<file path="config.mk">
export PLATFORM = sky130hd
export DESIGN_NAME = wall_follow_avoid_controller
export DESIGN_NICKNAME = d
export VERILOG_FILES = /design/src/rtl/wfa_pkg.sv /design/src/rtl/wfa_cfg_regs.sv /design/src/rtl/wfa_step.sv /design/src/rtl/wall_follow_avoid_controller.sv
export VERILOG_INCLUDE_DIRS = /design/src /design/src/rtl
export SDC_FILE = /design/constraint.sdc
export NUM_CORES = 1
export LEC_CHECK = 0
export BUFFER_PORTS_ARGS = -buffer_cell sky130_fd_sc_hd__buf_2
export CAP_MARGIN = 25
export CORE_ASPECT_RATIO = 1.5
export CORE_MARGIN = 2
export CORE_UTILIZATION = 67
export DETAILED_ROUTE_END_ITERATION = 16
export GPL_TIMING_DRIVEN = 1
export MAX_ROUTING_LAYER = met4
export PLACE_DENSITY_LB_ADDON = 0.2
export SLEW_MARGIN = 0
export SYNTH_ARGS = -nofsm -noshare
export SYNTH_HDL_FRONTEND = slang
export SYNTH_SLANG_ARGS = --single-unit
</file>
<file path="constraint.sdc">
create_clock -name i_clk -period 20.7 [get_ports i_clk]
set_clock_uncertainty 0.15 [all_clocks]
set_input_delay 1.035 -clock i_clk [delete_from_list [all_inputs] [get_ports i_clk]]
set_output_delay 1.035 -clock i_clk [all_outputs]
set_load 0.02 [all_outputs]
</file>
<file path="src/rtl/wall_follow_avoid_controller_macros.svh">
// ----------------------------------------------------------------------------
// wall_follow_avoid_controller_macros
// Assertion macros used by the wall-follow controller top module.
// ----------------------------------------------------------------------------
`ifndef WALL_FOLLOW_AVOID_CONTROLLER_MACROS_SVH
`define WALL_FOLLOW_AVOID_CONTROLLER_MACROS_SVH

// same-cycle implication
`define WFA_ASSERT_IMP(lbl, clk, rst_n, ante, cons) \
    lbl: assert property (@(posedge clk) disable iff (!rst_n) (ante) |-> (cons)) \
        else $error("wfa assertion failed");

// next-cycle implication
`define WFA_ASSERT_NXT(lbl, clk, rst_n, ante, cons) \
    lbl: assert property (@(posedge clk) disable iff (!rst_n) (ante) |=> (cons)) \
        else $error("wfa assertion failed");

`endif

</file>
<file path="src/rtl/wfa_pkg.sv">
// ----------------------------------------------------------------------------
// wfa_pkg
// Types and constants of the wall-follow drive sequencer.
// ----------------------------------------------------------------------------
package wfa_pkg;

    localparam int unsigned DIST_W = 10;
    localparam int unsigned CNT_W  = 8;
    localparam int unsigned CFG_IDX_W = 3;
    localparam int unsigned CFG_DATA_W = 10;

    localparam logic [CNT_W-1:0] CNT_MAX = '1;
    localparam logic [CNT_W-1:0] CNT_ONE = CNT_W'(1);
    localparam logic [DIST_W:0]  STEER_DEADZONE = 11'd2;

    localparam logic [1:0] STEP_NONE = 2'd0;
    localparam logic [1:0] STEP_UP   = 2'd1;
    localparam logic [1:0] STEP_DOWN = 2'd2;

    typedef enum logic [CFG_IDX_W-1:0] {
        REG_NEAR_WALL  = 3'd0,
        REG_FRONT_TURN = 3'd1,
        REG_CRASH      = 3'd2,
        REG_CRASH_SMP  = 3'd3,
        REG_COOLDOWN   = 3'd4,
        REG_DECEL      = 3'd5,
        REG_BACKOFF    = 3'd6,
        REG_PIVOT      = 3'd7
    } t_reg_idx;

    typedef enum logic [3:0] {
        M_STRAIGHT = 4'd0,
        M_DECEL_R  = 4'd1,
        M_DECEL_L  = 4'd2,
        M_TURN_R   = 4'd3,
        M_TURN_L   = 4'd4,
        M_BRAKE    = 4'd5,
        M_BACKOFF  = 4'd6,
        M_PIVOT_R  = 4'd7,
        M_PIVOT_L  = 4'd8
    } t_mode;

    typedef struct packed {
        logic [DIST_W-1:0] near_wall_cm;
        logic [DIST_W-1:0] front_turn_cm;
        logic [DIST_W-1:0] crash_dist;
        logic [CNT_W-1:0]  crash_samples;
        logic [CNT_W-1:0]  cooldown_ticks;
        logic [CNT_W-1:0]  decel_ticks;
        logic [CNT_W-1:0]  reverse_ticks;
        logic [CNT_W-1:0]  turn_limit;
    } t_cfg;

    typedef struct packed {
        t_mode            mode;
        logic [CNT_W-1:0] tick;
        logic [CNT_W-1:0] streak;
        logic [CNT_W-1:0] cooldown;
        logic             left_dir;
        logic             right_dir;
    } t_state;

    typedef struct packed {
        logic [DIST_W-1:0] left_dist;
        logic [DIST_W-1:0] right_dist;
        logic [DIST_W-1:0] front_dist;
    } t_in_word;

    typedef struct packed {
        logic       left_forward;
        logic       right_forward;
        logic [1:0] both_step;
        logic [1:0] left_step;
        logic [1:0] right_step;
        logic [3:0] drive_mode;
    } t_out_word;

endpackage

</file>
<file path="src/rtl/wfa_cfg_regs.sv">
// ----------------------------------------------------------------------------
// wfa_cfg_regs
// Threshold and tick-count register file, written through a plain port.
// ----------------------------------------------------------------------------
module wfa_cfg_regs (
    input  logic                            i_clk,
    input  logic                            i_rst_n,
    input  logic                            i_cfg_wr_en,
    input  logic [wfa_pkg::CFG_IDX_W-1:0]   i_cfg_idx,
    input  logic [wfa_pkg::CFG_DATA_W-1:0]  i_cfg_data,
    output wfa_pkg::t_cfg                   o_cfg
);

    wfa_pkg::t_cfg r_cfg;
    wfa_pkg::t_cfg n_cfg;
    logic [wfa_pkg::CNT_W-1:0] w_data8;

    assign w_data8 = i_cfg_data[wfa_pkg::CNT_W-1:0];

    always_comb begin
        n_cfg = r_cfg;
        if (i_cfg_wr_en) begin
            unique case (wfa_pkg::t_reg_idx'(i_cfg_idx))
                wfa_pkg::REG_NEAR_WALL:  n_cfg.near_wall_cm   = i_cfg_data;
                wfa_pkg::REG_FRONT_TURN: n_cfg.front_turn_cm  = i_cfg_data;
                wfa_pkg::REG_CRASH:      n_cfg.crash_dist     = i_cfg_data;
                wfa_pkg::REG_CRASH_SMP:  n_cfg.crash_samples  = w_data8;
                wfa_pkg::REG_COOLDOWN:   n_cfg.cooldown_ticks = w_data8;
                wfa_pkg::REG_DECEL:      n_cfg.decel_ticks    = w_data8;
                wfa_pkg::REG_BACKOFF:    n_cfg.reverse_ticks  = w_data8;
                wfa_pkg::REG_PIVOT:      n_cfg.turn_limit     = w_data8;
                default:                 n_cfg = r_cfg;
            endcase
        end
    end

    always_ff @(posedge i_clk) begin
        if (!i_rst_n) begin
            r_cfg.near_wall_cm   <= 10'd65;
            r_cfg.front_turn_cm  <= 10'd55;
            r_cfg.crash_dist     <= 10'd18;
            r_cfg.crash_samples  <= 8'd1;
            r_cfg.cooldown_ticks <= 8'd40;
            r_cfg.decel_ticks    <= 8'd10;
            r_cfg.reverse_ticks  <= 8'd20;
            r_cfg.turn_limit     <= 8'd25;
        end else begin
            r_cfg <= n_cfg;
        end
    end

    assign o_cfg = r_cfg;

endmodule

</file>
<file path="src/rtl/wfa_step.sv">
// ----------------------------------------------------------------------------
// wfa_step
// One tick of the drive sequencer: crash guard, next state and step commands.
// ----------------------------------------------------------------------------
module wfa_step (
    input  wfa_pkg::t_cfg      i_cfg,
    input  wfa_pkg::t_state    i_state,
    input  wfa_pkg::t_in_word  i_word,
    output wfa_pkg::t_state    o_state,
    output wfa_pkg::t_out_word o_word
);

    logic [wfa_pkg::CNT_W-1:0]  w_cd_dec;
    logic                       w_chk;
    logic [wfa_pkg::CNT_W-1:0]  w_streak_chk;
    logic                       w_fire;
    wfa_pkg::t_mode             w_mode1;
    logic [wfa_pkg::CNT_W-1:0]  w_tick1;
    logic [wfa_pkg::CNT_W-1:0]  w_tick_inc;
    logic [wfa_pkg::DIST_W:0]   w_left_x;
    logic [wfa_pkg::DIST_W:0]   w_right_x;
    logic                       w_near;
    logic [1:0]                 w_both;
    logic [1:0]                 w_ls;
    logic [1:0]                 w_rs;
    wfa_pkg::t_state            n_state;

    assign w_cd_dec = (i_state.cooldown != '0) ? i_state.cooldown - wfa_pkg::CNT_ONE : '0;
    assign w_chk = (w_cd_dec == '0) &&
                   ((i_state.mode == wfa_pkg::M_STRAIGHT) ||
                    (i_state.mode == wfa_pkg::M_TURN_R) ||
                    (i_state.mode == wfa_pkg::M_TURN_L));
    assign w_streak_chk = (i_word.front_dist > i_cfg.crash_dist) ? '0 :
                          (i_state.streak == wfa_pkg::CNT_MAX) ? wfa_pkg::CNT_MAX :
                          i_state.streak + wfa_pkg::CNT_ONE;
    assign w_fire  = w_chk && (w_streak_chk >= i_cfg.crash_samples);
    assign w_mode1 = w_fire ? wfa_pkg::M_BRAKE : i_state.mode;
    assign w_tick1 = w_fire ? '0 : i_state.tick;
    assign w_tick_inc = (w_tick1 == wfa_pkg::CNT_MAX) ? wfa_pkg::CNT_MAX :
                        w_tick1 + wfa_pkg::CNT_ONE;

    assign w_left_x  = {1'b0, i_word.left_dist};
    assign w_right_x = {1'b0, i_word.right_dist};
    assign w_near = (i_word.front_dist <= i_cfg.near_wall_cm) ||
                    (i_word.left_dist <= i_cfg.near_wall_cm) ||
                    (i_word.right_dist <= i_cfg.near_wall_cm);

    always_comb begin
        n_state          = i_state;
        n_state.cooldown = w_cd_dec;
        n_state.streak   = w_chk ? w_streak_chk : i_state.streak;
        n_state.mode     = w_mode1;
        n_state.tick     = w_tick1;
        unique case (w_mode1)
            wfa_pkg::M_DECEL_R, wfa_pkg::M_DECEL_L: begin
                n_state.tick = w_tick_inc;
                if (w_tick_inc >= i_cfg.decel_ticks) begin
                    if (w_mode1 == wfa_pkg::M_DECEL_R) begin
                        n_state.left_dir  = 1'b1;
                        n_state.right_dir = 1'b0;
                        n_state.mode      = wfa_pkg::M_TURN_R;
                    end else begin
                        n_state.left_dir  = 1'b0;
                        n_state.right_dir = 1'b1;
                        n_state.mode      = wfa_pkg::M_TURN_L;
                    end
                end
            end
            wfa_pkg::M_TURN_R, wfa_pkg::M_TURN_L: begin
                n_state.tick = w_tick_inc;
                if ((w_mode1 == wfa_pkg::M_TURN_R) ?
                        (i_word.front_dist > i_word.right_dist) :
                        (i_word.front_dist > i_word.left_dist)) begin
                    n_state.tick = '0;
                end
                if ((n_state.tick == '0) || (w_tick_inc >= i_cfg.turn_limit)) begin
                    n_state.left_dir  = 1'b1;
                    n_state.right_dir = 1'b1;
                    n_state.mode      = wfa_pkg::M_STRAIGHT;
                    n_state.tick      = '0;
                end
            end
            wfa_pkg::M_BRAKE: begin
                n_state.tick = w_tick_inc;
                if (w_tick_inc >= i_cfg.decel_ticks) begin
                    n_state.left_dir  = 1'b0;
                    n_state.right_dir = 1'b0;
                    n_state.mode      = wfa_pkg::M_BACKOFF;
                    n_state.tick      = '0;
                end
            end
            wfa_pkg::M_BACKOFF: begin
                n_state.tick = w_tick_inc;
                if (w_tick_inc >= i_cfg.reverse_ticks) begin
                    if (i_word.right_dist >= i_word.left_dist) begin
                        n_state.left_dir  = 1'b1;
                        n_state.right_dir = 1'b0;
                        n_state.mode      = wfa_pkg::M_PIVOT_R;
                    end else begin
                        n_state.left_dir  = 1'b0;
                        n_state.right_dir = 1'b1;
                        n_state.mode      = wfa_pkg::M_PIVOT_L;
                    end
                    n_state.tick = '0;
                end
            end
            wfa_pkg::M_PIVOT_R, wfa_pkg::M_PIVOT_L: begin
                if ((w_mode1 == wfa_pkg::M_PIVOT_R) ?
                        (i_word.front_dist > i_word.left_dist) :
                        (i_word.front_dist > i_word.right_dist)) begin
                    n_state.tick = w_tick1;
                end else begin
                    n_state.tick = w_tick_inc;
                end
                if ((n_state.tick == w_tick1) && (w_tick_inc != w_tick1) ||
                    ((w_mode1 == wfa_pkg::M_PIVOT_R) ?
                        (i_word.front_dist > i_word.left_dist) :
                        (i_word.front_dist > i_word.right_dist)) ||
                    (w_tick_inc >= i_cfg.turn_limit)) begin
                    n_state.left_dir  = 1'b1;
                    n_state.right_dir = 1'b1;
                    n_state.mode      = wfa_pkg::M_STRAIGHT;
                    n_state.cooldown  = i_cfg.cooldown_ticks;
                    n_state.streak    = '0;
                end
            end
            default: begin
                n_state.left_dir  = 1'b1;
                n_state.right_dir = 1'b1;
                if (i_word.front_dist <= i_cfg.front_turn_cm) begin
                    n_state.tick = '0;
                    n_state.mode = (i_word.right_dist >= i_word.left_dist) ?
                                   wfa_pkg::M_DECEL_R : wfa_pkg::M_DECEL_L;
                end
            end
        endcase
    end

    always_comb begin
        w_both = wfa_pkg::STEP_NONE;
        w_ls   = wfa_pkg::STEP_NONE;
        w_rs   = wfa_pkg::STEP_NONE;
        unique case (w_mode1)
            wfa_pkg::M_DECEL_R, wfa_pkg::M_DECEL_L: begin
                w_ls = wfa_pkg::STEP_DOWN;
                w_rs = wfa_pkg::STEP_DOWN;
            end
            wfa_pkg::M_TURN_R, wfa_pkg::M_TURN_L: begin
                w_both = (i_word.front_dist <= i_cfg.near_wall_cm) ?
                         wfa_pkg::STEP_DOWN : wfa_pkg::STEP_UP;
            end
            wfa_pkg::M_BRAKE: begin
                w_both = wfa_pkg::STEP_DOWN;
                w_ls   = wfa_pkg::STEP_DOWN;
                w_rs   = wfa_pkg::STEP_DOWN;
            end
            wfa_pkg::M_BACKOFF: begin
                w_both = wfa_pkg::STEP_DOWN;
            end
            wfa_pkg::M_PIVOT_R, wfa_pkg::M_PIVOT_L: begin
                w_both = wfa_pkg::STEP_UP;
            end
            default: begin
                w_both = w_near ? wfa_pkg::STEP_DOWN : wfa_pkg::STEP_UP;
                if (w_right_x > w_left_x + wfa_pkg::STEER_DEADZONE) begin
                    w_ls = wfa_pkg::STEP_UP;
                    w_rs = wfa_pkg::STEP_DOWN;
                end else if (w_left_x > w_right_x + wfa_pkg::STEER_DEADZONE) begin
                    w_ls = wfa_pkg::STEP_DOWN;
                    w_rs = wfa_pkg::STEP_UP;
                end
            end
        endcase
    end

    assign o_state = n_state;

    assign o_word.left_forward  = n_state.left_dir;
    assign o_word.right_forward = n_state.right_dir;
    assign o_word.both_step     = w_both;
    assign o_word.left_step     = w_ls;
    assign o_word.right_step    = w_rs;
    assign o_word.drive_mode    = n_state.mode;

endmodule

</file>
<file path="src/rtl/wall_follow_avoid_controller.sv">
// ----------------------------------------------------------------------------
// wall_follow_avoid_controller
// Wall-following drive sequencer with a crash guard, one tick per word.
//
//   channel   handshake                   payload
//   input     i_in_valid / o_in_ready     i_in_word  (left, right, front cm)
//   output    o_out_valid / i_out_ready   o_out_word (dirs, steps, mode)
//   config    i_cfg_wr_en                 i_cfg_idx, i_cfg_data
//
// One word per cycle sustained while the output is not stalled; an accepted
// word passes the input register, then the state update into the output register.
// The sequencer state advances when the input register moves a word on.
// Reset is synchronous and active low; a stall on the output holds the
// input register, and o_in_ready drops only when both registers are full
// and the output word is not taken.
// ----------------------------------------------------------------------------
`include "wall_follow_avoid_controller_macros.svh"

module wall_follow_avoid_controller (
    input  logic                            i_clk,
    input  logic                            i_rst_n,
    input  logic                            i_in_valid,
    output logic                            o_in_ready,
    input  wfa_pkg::t_in_word               i_in_word,
    output logic                            o_out_valid,
    input  logic                            i_out_ready,
    output wfa_pkg::t_out_word              o_out_word,
    input  logic                            i_cfg_wr_en,
    input  logic [wfa_pkg::CFG_IDX_W-1:0]   i_cfg_idx,
    input  logic [wfa_pkg::CFG_DATA_W-1:0]  i_cfg_data
);

    wfa_pkg::t_cfg      w_cfg;
    logic               r_in_valid;
    wfa_pkg::t_in_word  r_in_word;
    logic               r_out_valid;
    wfa_pkg::t_out_word r_out_word;
    wfa_pkg::t_state    r_state;
    wfa_pkg::t_state    n_state;
    wfa_pkg::t_out_word n_out_word;
    logic               w_out_free;
    logic               w_adv;

    assign w_out_free = !r_out_valid || i_out_ready;
    assign w_adv      = r_in_valid && w_out_free;
    assign o_in_ready = !r_in_valid || w_out_free;

    wfa_cfg_regs u_cfg (
        .i_clk       (i_clk),
        .i_rst_n     (i_rst_n),
        .i_cfg_wr_en (i_cfg_wr_en),
        .i_cfg_idx   (i_cfg_idx),
        .i_cfg_data  (i_cfg_data),
        .o_cfg       (w_cfg)
    );

    wfa_step u_step (
        .i_cfg   (w_cfg),
        .i_state (r_state),
        .i_word  (r_in_word),
        .o_state (n_state),
        .o_word  (n_out_word)
    );

    always_ff @(posedge i_clk) begin
        if (!i_rst_n) begin
            r_in_valid <= 1'b0;
        end else if (o_in_ready) begin
            r_in_valid <= i_in_valid;
        end
    end

    always_ff @(posedge i_clk) begin
        if (o_in_ready && i_in_valid) begin
            r_in_word <= i_in_word;
        end
    end

    always_ff @(posedge i_clk) begin
        if (!i_rst_n) begin
            r_out_valid <= 1'b0;
        end else if (w_adv) begin
            r_out_valid <= 1'b1;
        end else if (i_out_ready) begin
            r_out_valid <= 1'b0;
        end
    end

    always_ff @(posedge i_clk) begin
        if (w_adv) begin
            r_out_word <= n_out_word;
        end
    end

    always_ff @(posedge i_clk) begin
        if (!i_rst_n) begin
            r_state.mode      <= wfa_pkg::M_STRAIGHT;
            r_state.tick      <= '0;
            r_state.streak    <= '0;
            r_state.cooldown  <= '0;
            r_state.left_dir  <= 1'b1;
            r_state.right_dir <= 1'b1;
        end else if (w_adv) begin
            r_state <= n_state;
        end
    end

    assign o_out_valid = r_out_valid;
    assign o_out_word  = r_out_word;

    `WFA_ASSERT_IMP(a_backoff_reverse, i_clk, i_rst_n, r_state.mode == wfa_pkg::M_BACKOFF, !r_state.left_dir && !r_state.right_dir)
    `WFA_ASSERT_IMP(a_straight_forward, i_clk, i_rst_n, r_state.mode == wfa_pkg::M_STRAIGHT, r_state.left_dir && r_state.right_dir)
    `WFA_ASSERT_NXT(a_adv_shows_word, i_clk, i_rst_n, w_adv, o_out_valid && (o_out_word.drive_mode == r_state.mode))

endmodule

</file>
**After elaboration in Yosys (flattened, before gate mapping)**

Cells that the tools add are included.

- Add/sub/neg operators: 5
- Reduce and logical (&&, ||, !) cells: 36
- Mux-type cells: 43
- Equality and inequality tests: 21
- Order comparisons: 14

Operators by type and width:

| operator | count |
|---|---|
| 8-bit two-way mux | 10 |
| 12-bit one-hot mux with 5 select lines | 1 |
| 12-bit two-way mux | 4 |
| 10-bit less-or-equal comparator | 4 |
| 8-bit greater-or-equal comparator | 4 |
| 10-bit > comparator | 3 |
| 2-bit two-way mux | 12 |
| 10-bit by 2-bit adder with 11-bit output, second input constant | 2 |
| 10-bit by 11-bit > comparator with 1-bit output | 2 |
| 4-bit by 3-bit == test with 1-bit output, second input constant | 5 |
| 18-bit two-way mux | 1 |
| 8-bit by 1-bit adder with 8-bit output, second input constant | 2 |
| 8-bit == test, second input constant | 2 |
| 8-bit logical NOT | 2 |
| 16-bit two-way mux | 1 |
| 4-bit two-way mux | 4 |
| 2-bit AND reduction | 8 |
| 3-bit == test, second input constant | 4 |
| 4-bit by 2-bit == test with 1-bit output, second input constant | 3 |
| 10-bit greater-or-equal comparator | 1 |
| 2-bit one-hot mux with 5 select lines | 1 |
| 1-bit logical OR | 9 |
| 8-bit == test | 1 |
| 8-bit inequality test | 1 |
| 18 further kinds | 32 |

- Input port bits: 48
- Bits in registers: 144
- Output and inout bits: 14
- Word-level logic and storage cells: 144

**Logic depth before layout (Yosys ltp)**

Gate-level depths: netlist (run 1).

- Depth after elaboration: 16
- Depth in mapped cells: 34
- Mapped depth without buffers: 31

**Cells and area by module**

A second synthesis (run 1) with hierarchy kept.

- Cell total of the unflattened synthesis: 1141
- Area, all modules: 10222.3 µm²

Modules (own cells, without submodules):

| module | sequential area each (µm²) | area an instance (µm²) | cells an instance | times used |
|---|---|---|---|---|
| wfa_step | 0.0 | 4946.0 | 700 | 1 |
| wfa_cfg_regs | 1401.3 | 2700.1 | 258 | 1 |
| wall_follow_avoid_controller | 1901.8 | 2576.2 | 183 | 1 |

**Worst setup path before layout (run 1)**

Ideal clock, no wire load.

- Path kind: register -> register
- Start: reg r_in_word[3] (netlist name)
- End: reg r_out_word (netlist bit o_out_word[11]), data pin
- Setup time: 262 ps
- Setup slack: 14039 ps
- Buffers on the path: 2
- Stages on the path, launching flop included: 32
- Arrival: 6249 ps
- Required time: 20288 ps
- Cell sequence: edfxtp_1 > ha_1 > a21o_1 > a21o_1 > a21oi_1 > nor2_1 > a2111oi_0 > a31oi_1 > a21oi_1 > inv_1 > ha_1 > nand2b_1 > a21oi_1 > o31a_1 > or4_4 > buf_6 > and2_1 > ha_1 > clkbuf_1 > nand2_1 > nor2_1 > a211oi_1 > ha_1 > nand2_1 > nor2_1 > a211o_1 > nor3_1 > a21o_4 > a21o_1 > o211ai_2 > nor2_1 > nand2_1

RTL lines:

| element | line | text |
|---|---|---|
| from (decl) | wall_follow_avoid_controller.sv:35 | `wfa_pkg::t_in_word r_in_word;` |
| from (signal assigned) | wall_follow_avoid_controller.sv:75 | `r_in_word <= i_in_word;` |
| to (signal assigned) | wall_follow_avoid_controller.sv:91 | `r_out_word <= n_out_word;` |
| to (decl) | wall_follow_avoid_controller.sv:37 | `wfa_pkg::t_out_word r_out_word;` |

**Final worst setup path (run 1)**

- Start: reg r_in_word[3] (netlist name)
- End: reg r_state[0] (netlist name)

- Cells in the longest elaborated chain, start to end: 15

RTL lines:

| element | line | text |
|---|---|---|
| 10-bit > comparator | wfa_step.sv:33 | `assign w_streak_chk = (i_word.front_dist > i_cfg.crash_dist) ? '0 :` |
| 8-bit two-way mux | wfa_step.sv:33 |  |
| 8-bit greater-or-equal comparator | wfa_step.sv:36 | `assign w_fire = w_chk && (w_streak_chk >= i_cfg.crash_samples);` |
| 1-bit logical AND | wfa_step.sv:36 |  |
| 8-bit two-way mux or 4-bit two-way mux (tied branches) | wfa_step.sv:38, wfa_step.sv:37 |  |
| 8-bit by 1-bit adder with 8-bit output (tied with other cells) | wfa_step.sv:40 | `w_tick1 + wfa_pkg::CNT_ONE;` |
| 8-bit two-way mux or 1-bit two-way mux (tied branches) | wfa_step.sv:39, wfa_step.sv:108, wfa_step.sv:116 |  |
| 8-bit two-way mux | wfa_step.sv:108 | `if ((w_mode1 == wfa_pkg::M_PIVOT_R) ?` |
| 8-bit two-way mux | wfa_step.sv:54 | `unique case (w_mode1)` |
| 8-bit == test | wfa_step.sv:115 | `if ((n_state.tick == w_tick1) && (w_tick_inc != w_tick1) \|\|` |
| 1-bit logical AND | wfa_step.sv:115 |  |
| 1-bit logical OR | wfa_step.sv:115 |  |
| 1-bit logical OR | wfa_step.sv:118 | `(i_word.front_dist > i_word.right_dist)) \|\|` |
| 18-bit two-way mux | wfa_step.sv:115 |  |
| 2-bit one-hot mux with 5 select lines (*) | wfa_step.sv:54 |  |
| to (signal assigned) | wall_follow_avoid_controller.sv:104 | `r_state <= n_state;` |
| to (decl) | wall_follow_avoid_controller.sv:38 | `wfa_pkg::t_state r_state;` |

Every way passes the cells marked *; elsewhere a longest branch is shown, timed or not. The select of a mux whose other input is x is not followed.
A chain may end at the register's enable or synchronous reset.

==> results.md, run 1 <==
* Run status: complete, no violations
* Count of flip-flops with a built-in enable after synthesis at 42
* Placeable Area at 0.0145 sq mm
* Slew HR at 34.9%
* Mean post-synth cell area at 8.56 sq um
* Library cell used as clock root buffer: clkbuf_16
* Distinct cells, synth at 78
* Post-synthesis sequential area ratio at 33.4%
* Netlist Area Pre-Place at 0.00988 sq mm
* Number of max-cap violations at 0
* Fraction of synthesized area in multiplexers at 0.836%
* Antenna violations before repair at 0
* Category of the most critical setup path: register to register
* Final Cycle Share at 37.6%
* Worst Slack Setup Final at 12.92 ns
* Die Span X at 103 microns
* Critical path required time at 20.82 ns
* HPWL after detailed placement at 20300 microns
* Largest fanout on the critical path at 12
* Layout cell share with drive strength beyond 1 at 10.5%
* CP Launch Type: register
* Wire length per cell at 19.3 microns
* Proportion of register bits with asynchronous set or reset after synthesis at 0%
* Cell type with the largest total area after synthesis: dfxtp_1
* Count of nets after finishing at 1378
* RSZ-0062 raised after global routing: no
* Final-report setup violation count at 0
* Clock insertion delay at the later pin of the skew report at 0.44 ns
* Ranking of synthesized cells by area: dfxtp_1 (21%), ha_1 (17%), edfxtp_1 (13%)
* Gate count after technology mapping at 1154
* Global-route wire length before repair at 43600 microns
* Power density cells at 72.2 mW/mm^2
* Final ANT Viol Nets at 0
* Top Ports at 62
* Achievable Freq at 129 MHz
* Net count after synthesis at 1334
* Htree depth at 4
* Diodes inserted at 0
* Leak pwr at 4.58 nW
* Synthesis-stage register bit count at 144
* Pre-CTS setup slack at 13.20 ns
* Share of the synthesized area in the top cell type at 20.7%
* Total wirelength of the detailed-routed design at 27100 microns
* Most used DFF post-synth: dfxtp_1
* Combinational family with the most area after synthesis: compound AO/OA/AOI/OAI gates
* Adder-cell share of the synthesized area at 16.7%
* Area of the die at 0.0158 sq mm
* Die Y-Extent at 153 microns
* Number of clock buffers inserted by TritonCTS at 17
* Area post-placement at 0.0103 sq mm
* Overall power consumption at 0.000785 W
* Sum of negative setup slack at 0 ns
* Largest net degree at the start of global routing at 93
* Iteration count of the initial detailed-routing pass at 7
* Residual DRC count at 0
* Number of warnings reported in the yosys synthesis log at 0
* Post-CTS repair timing setup buffer count at 0
* Vias in the first global route at 8634
* Number of cells upsized or downsized after cts at 0
* FF/Latch Area at 0.00330 sq mm
* Min-delay worst type: register to register
* Final hold vios at 0
* Post-DR vias/cell at 6.23
* Pins Over Slew Limit at 0
* CTS tree: built
* Delay of the slowest cell on the worst path at 0.67 ns
* Combined area of the multi-input logic cells at 0.00598 sq mm
* Clock edge transition at the registers on the reported setup and hold paths at 0.07 ns
* Critical Path End Type: register
* Cell area after layout at 0.0109 sq mm
* Post-cts hold buffer count at 0
* Buffers from clock root to sink, at most at 2
* GR Util All Layers at 36.8%
* Fraction of the mapped netlist area in compound gates at 21.5%
* Gr ovfl total at 0
* Arrival time at the worst endpoint at 7.90 ns
* Number of placement rows at 54
* XOR/XNOR Fraction of Synth Area at 1.86%
* Worst Hold Margin at 0.318 ns
* First DRT Iteration DRCs at 512
* IR Drop Worst-Case VDD at 75.8 uV
* Most prevalent standard cell on the critical path: ha_1
* Worst slew pin tran at 0.976 ns
* Critical path's slowest cell: or4_4
* Placer Congestion at 0.977
* Number of fill cells in the layout at 1161
* PortBufs at 61
* Effective utilization at floorplan at 68.3%
* Via count at 8765
* Clk sink count at 144
* Crit path time final at 7.78 ns
* Basic-gate share of the synthesized area counting and, or, nand and nor cells at 19.6%
* Layout Area Growth over Synthesis at 10.0%
==> stage by stage <==
stage | std cells | util [%]
6_report | 1407 | 75.2
3_5_place_dp | 1375 | 70.9
2_1_floorplan | 1154 | -
4_1_cts | 1407 | 75.2
3_3_place_gp | 1375 | 70.9
5_1_grt | 1407 | 75.2
==> cells in the final DEF (no fill, tap or decap), types with 7 or more instances in the layout <==
cell	Yosys	routed
or3_1	7	7
nor2_1	64	64
a22o_1	15	15
edfxtp_1	42	42
nand3_1	42	42
inv_1	100	100
a31oi_1	9	9
nor4_1	8	8
and2_1	9	9
a21oi_1	46	46
dfxtp_1	102	102
nor3_1	29	29
clkbuf_16	0	17
nand2b_1	16	16
nand4_1	20	20
a211oi_1	13	13
xnor2_1	20	20
a21boi_0	51	51
nor2b_1	13	13
o21ai_0	40	40
nand2_1	186	186
o21a_1	7	7
a21o_1	31	31
o211ai_1	16	16
ha_1	132	132
buf_2	0	61
==> synthesized netlist by cell type, drive strengths merged (32+ instances only) <==
library cell    n
nand2         186
clkbuf         32
o21ai          48
nand3          42
nor2           64
a21boi         52
dfxtp         102
ha            132
a21oi          52
inv           100
a21o           32
edfxtp         42
==> cells by family after synthesis <==
group,Yosys count
simple gates,415
buf+inv,142
mux,8
fa+ha+maj,132
xor+xnor,21
compound gates,292
flops,144
==> power by group <==
group / total (W) / switching [W] / leakage, nW / internal (W)
sequential: 0.000320 / 0.0000151 / 1.23 / 0.000305
combinational: 0.000151 / 0.0000904 / 3.05 / 0.0000604
clock: 0.000314 / 0.000140 / 0.297 / 0.000174
==> layer usage <==
layer / vias to the layer above / track usage [%] / routed length [microns]
met4: 0 / 19.9 / 1610
met5: - / - / 0
met3: 120 / 8.26 / 1250
li1: 4207 / - / -
met2: 271 / 61.9 / 14200
met1: 4167 / 39.2 / 10100
==> cell type report <==
| type | instances | area share, % |
|---|---|---|
| clock inverters | 15 | 1.72 |
| flip-flops and latches | 144 | 30.4 |
| well taps | 196 | 2.26 |
| inverters | 100 | 3.45 |
| multi-input cells | 868 | 55.0 |
| clock buffers | 17 | 3.91 |
| repair buffers | 67 | 3.22 |
==> worst max-delay path: cells and delay by family, from the launching register on <==
kind	cells	cell delay [ns]
adder cells (fa/ha/maj)	4	1.29
flip-flops	1	0.50
AND/OR/NAND/NOR	10	2.08
buffers and inverters	1	0.07
AO/OA/AOI/OAI	14	3.49
==> sequential cells by signal, summed over array words and instances (netlist names) <==
| register | count |
|---|---|
| u_cfg.o_cfg | 70 |
| r_in_word | 30 |
| r_state | 30 |
| o_out_word | 12 |
| o_out_valid | 1 |
| r_in_valid | 1 |
==> worst paths after layout <==
check | from | endpoint | slack, ns | cells past startpoint
worst max-delay path | r_in_word[3]$_DFFE_PP_ | r_state[0]$_SDFFE_PN1P_ | 12.92 | 29
worst max register to register | r_in_word[3]$_DFFE_PP_ | r_state[0]$_SDFFE_PN1P_ | 12.92 | 29
worst min-delay path | u_cfg.o_cfg[25]$_SDFFE_PN0P_ | u_cfg.o_cfg[25]$_SDFFE_PN0P_ | 0.32 | 2
worst min register to register | u_cfg.o_cfg[25]$_SDFFE_PN0P_ | u_cfg.o_cfg[25]$_SDFFE_PN0P_ | 0.32 | 2
(Power assumes the default switching activity.)
==> inputs of run 2 (changes only) <==
- ABC_AREA: unset -> 1
- CORE_UTILIZATION: 67 -> 56
- clock period: 20.7 -> 6.8 ns (I/O delays scaled with it)
==> run 2 against run 1 <==
Net effect: wire length grew 2.1%; via count up 3.9%; largest cell class unchanged; sequential power rose to 3.2 times the previous value; synthesized cell count rose by 13%; critical endpoint is now o_out_word[10]$_DFFE_PP_; critical path type unchanged; area after synthesis shrank 0.37%.
==> results.md, run 2 <==
* Slew HR at 31.6% (was 34.9%)
* Commonest non-fill, non-tap cells in the layout: nand2_1 (226), inv_1 (194), ha_1 (132) (was nand2_1 (186), ha_1 (132), dfxtp_1 (102))
* Post-synthesis sequential area ratio at 33.6% (was 33.4%)
* Die Span X at 112 microns (was 103 microns)
* IR Drop Worst-Case VDD at 288 uV (was 75.8 uV)
* Final-report setup violation count at 0 (unchanged)
* Worst slew pin tran at 1.02 ns (was 0.976 ns)
* CTS tree: built (unchanged)
* HPWL after detailed placement at 20800 microns (was 20300 microns)
* Wire length per cell at 17.1 microns (was 19.3 microns)
* Delay of the slowest cell on the worst path at 0.49 ns (was 0.67 ns)
* Number of fill cells in the layout at 1557 (was 1161)
* Iteration count of the initial detailed-routing pass at 5 (was 7)
* Family with the most delay on the worst path: simple AND/OR/NAND/NOR gates (was compound AO/OA/AOI/OAI gates)
* Post-synth top cells: nand2_1 (226), inv_1 (194), ha_1 (132), a21oi_1 (125), nor2_1 (103) (was nand2_1 (186), ha_1 (132), dfxtp_1 (102), inv_1 (100), nor2_1 (64))
* Global-route wire length before repair at 44500 microns (was 43600 microns)
* GRT met2 Usage at 56.2% (was 61.9%)
* Worst Hold Margin at 0.0558 ns (was 0.318 ns)
* Sum of negative setup slack at 0 ns (unchanged)
* Cell area after layout at 0.0112 sq mm (was 0.0109 sq mm)
* Run status: complete, no violations (unchanged)
* Proportion of register bits with asynchronous set or reset after synthesis at 0% (unchanged)
* Clk sink count at 144 (unchanged)
* Layout Area Growth over Synthesis at 14.1% (was 10.0%)
* Mean post-synth cell area at 7.55 sq um (was 8.56 sq um)
* Critical path's slowest cell: edfxtp_1 (was or4_4)
* Synthesis-stage register bit count at 144 (unchanged)
* Leak pwr at 5.37 nW (was 4.58 nW)
* Area of the die at 0.0187 sq mm (was 0.0158 sq mm)
* Placer Congestion at 0.961 (was 0.977)
* Vias in the first global route at 9001 (was 8634)
* Net count after synthesis at 1484 (was 1334)
* Count of flip-flops with a built-in enable after synthesis at 42 (unchanged)
* Largest net degree at the start of global routing at 78 (was 93)
* CP Launch Type: register (unchanged)
* Largest fanout on the critical path at 14 (was 12)
* RSZ-0062 raised after global routing: no (unchanged)
* Final Cycle Share at 91.3% (was 37.6%)
* Clock edge transition at the registers on the reported setup and hold paths at 0.06 ns (was 0.07 ns)
* Clock insertion delay at the later pin of the skew report at 0.43 ns (was 0.44 ns)
* Count of nets after finishing at 1572 (was 1378)
* Effective utilization at floorplan at 57.0% (was 68.3%)
* Crit path time final at 6.21 ns (was 7.78 ns)
* Buffers from clock root to sink, at most at 2 (unchanged)
* First DRT Iteration DRCs at 498 (was 512)
* Critical Path End Type: register (unchanged)
* Most used DFF post-synth: dfxtp_1 (unchanged)
* Most frequent standard cell in the layout excluding fill and tap cells: nand2_1 (unchanged)
* Diodes inserted at 0 (unchanged)
* Residual DRC count at 0 (unchanged)
* Top Ports at 62 (unchanged)
* Via count at 9104 (was 8765)
* Share of the synthesized area in the top cell type at 20.7% (about the same)
* Global routing usage on met1 at 31.3% (was 39.2%)
* Netlist Area Pre-Place at 0.00984 sq mm (was 0.00988 sq mm)
* PortBufs at 61 (unchanged)
* Post-DR vias/cell at 5.63 (was 6.23)
* Busiest layer in global routing: met2 (unchanged)
* Number of max-cap violations at 0 (unchanged)
* Layout cell share with drive strength beyond 1 at 10.5% (about the same)
* Gate count after technology mapping at 1304 (was 1154)
* Final hold vios at 0 (unchanged)
* Pins Over Slew Limit at 0 (unchanged)
* Critical path required time at 6.82 ns (was 20.82 ns)
* Area post-placement at 0.0103 sq mm (about the same)
* Met3 Resource Use GR at 3.58% (was 8.26%)
* Buf/Inv on CP at 3 (was 1)
* Die Y-Extent at 166 microns (was 153 microns)
* Min-delay worst type: input port to register (was register to register)
* Placeable Area at 0.0173 sq mm (was 0.0145 sq mm)
* Distinct cells, synth at 47 (was 78)
* Total wirelength of the detailed-routed design at 27700 microns (was 27100 microns)
* Power density cells at 280 mW/mm^2 (was 72.2 mW/mm^2)
* Achievable Freq at 161 MHz (was 129 MHz)
* Number of cells upsized or downsized after cts at 0 (unchanged)
* Number of placement rows at 59 (was 54)
* Most numerous cell in the Yosys netlist: nand2_1 (unchanged)
* Library cell used as clock root buffer: clkbuf_16 (unchanged)
* Arrival time at the worst endpoint at 6.22 ns (was 7.90 ns)
* Cell type with the largest total area after synthesis: dfxtp_1 (unchanged)
* Htree depth at 4 (unchanged)
* Ranking of synthesized cells by area: dfxtp_1 (21%), ha_1 (17%), edfxtp_1 (13%) (unchanged)
* Antenna violations before repair at 0 (unchanged)
* Number of clock buffers inserted by TritonCTS at 17 (unchanged)
* Category of the most critical setup path: register to register (unchanged)
* Number of warnings reported in the yosys synthesis log at 0 (unchanged)
* Final ANT Viol Nets at 0 (unchanged)
* Gr ovfl total at 0 (unchanged)
* Flip-flop count of the largest register after layout at 70 (unchanged)
* GR Util All Layers at 30.8% (was 36.8%)
[run 2: cell count changes after synthesis, sizes merged, moves of 27 or more]
cell	previous run	this run
a21oi	52	125
nor2	64	110
nand2	186	244
nand3	42	69
inv	100	207
a21o	32	0
a21boi	52	1
o21ai	48	113
[run 2: layout make-up]
type	instances	area, sq um	share of cell area, %
timing repair buffer	98	658	5.86
tap	213	267	2.37
multi-input combinational	922	5620	50.1
clock inverter	6	41.3	0.368
sequential	144	3300	29.4
clock buffer	26	554	4.93
inverter	209	785	6.98
[run 2: cells by family (layout without fill, tap and decap cells)]
logic type | Yosys count | count (layout) | synth area share [%]
xor+xnor | 16 | 16 | 1.42
fa+ha+maj | 132 | 132 | 16.8
buf+inv | 238 | 339 | 9.30
flops | 144 | 144 | 33.6
compound gates | 308 | 308 | 17.5
simple gates | 466 | 466 | 21.4
[run 2: path summary, 6_finish.rpt]
path / from / depth (start not counted) / slack [ns] / to
max: r_in_word[9]$_DFFE_PP_ / 32 / 0.59 / o_out_word[10]$_DFFE_PP_
min reg2reg: u_cfg.o_cfg[57]$_SDFFE_PN0P_ / 2 / 0.32 / u_cfg.o_cfg[57]$_SDFFE_PN0P_
min: i_out_ready / 4 / 0.06 / o_out_valid$_SDFFE_PN0P_
max reg2reg: r_in_word[9]$_DFFE_PP_ / 32 / 0.59 / o_out_word[10]$_DFFE_PP_
[run 2: timing repair]
item	in CTS	in global routing
hold buffers	30	0
setup buffers	0	0
hold endpoints to repair	30	0
[run 2: stage by stage]
step           std cells  total power (W)  setup slack, ns  utilization (%)
2_1_floorplan       1304          0.00192             1.29                -
3_3_place_gp        1556          0.00217            0.958             59.8
3_5_place_dp        1556          0.00220            0.780             59.8
4_1_cts             1618          0.00314            0.722             65.0
5_1_grt             1618          0.00334           0.0188             65.0
6_report            1618          0.00314            0.592             65.0
[run 2: power by group]
group / internal, W / switching [W]
Combinational: 0.000400 / 0.000783
Clock: 0.000563 / 0.000371
Sequential: 0.000966 / 0.0000592
[run 2: tightest hold or removal path: cells and delay by family]
kind | cells | cell delay (ns)
buf+inv | 2 | 0.11
simple gates | 1 | 0.07
compound gates | 1 | 0.06
[run 2: layer usage]
layer	part of all wire [%]	wire length [microns]
met5	0	0
met4	5.6	1540
met3	2.8	768
met2	54	14900
met1	38	10400
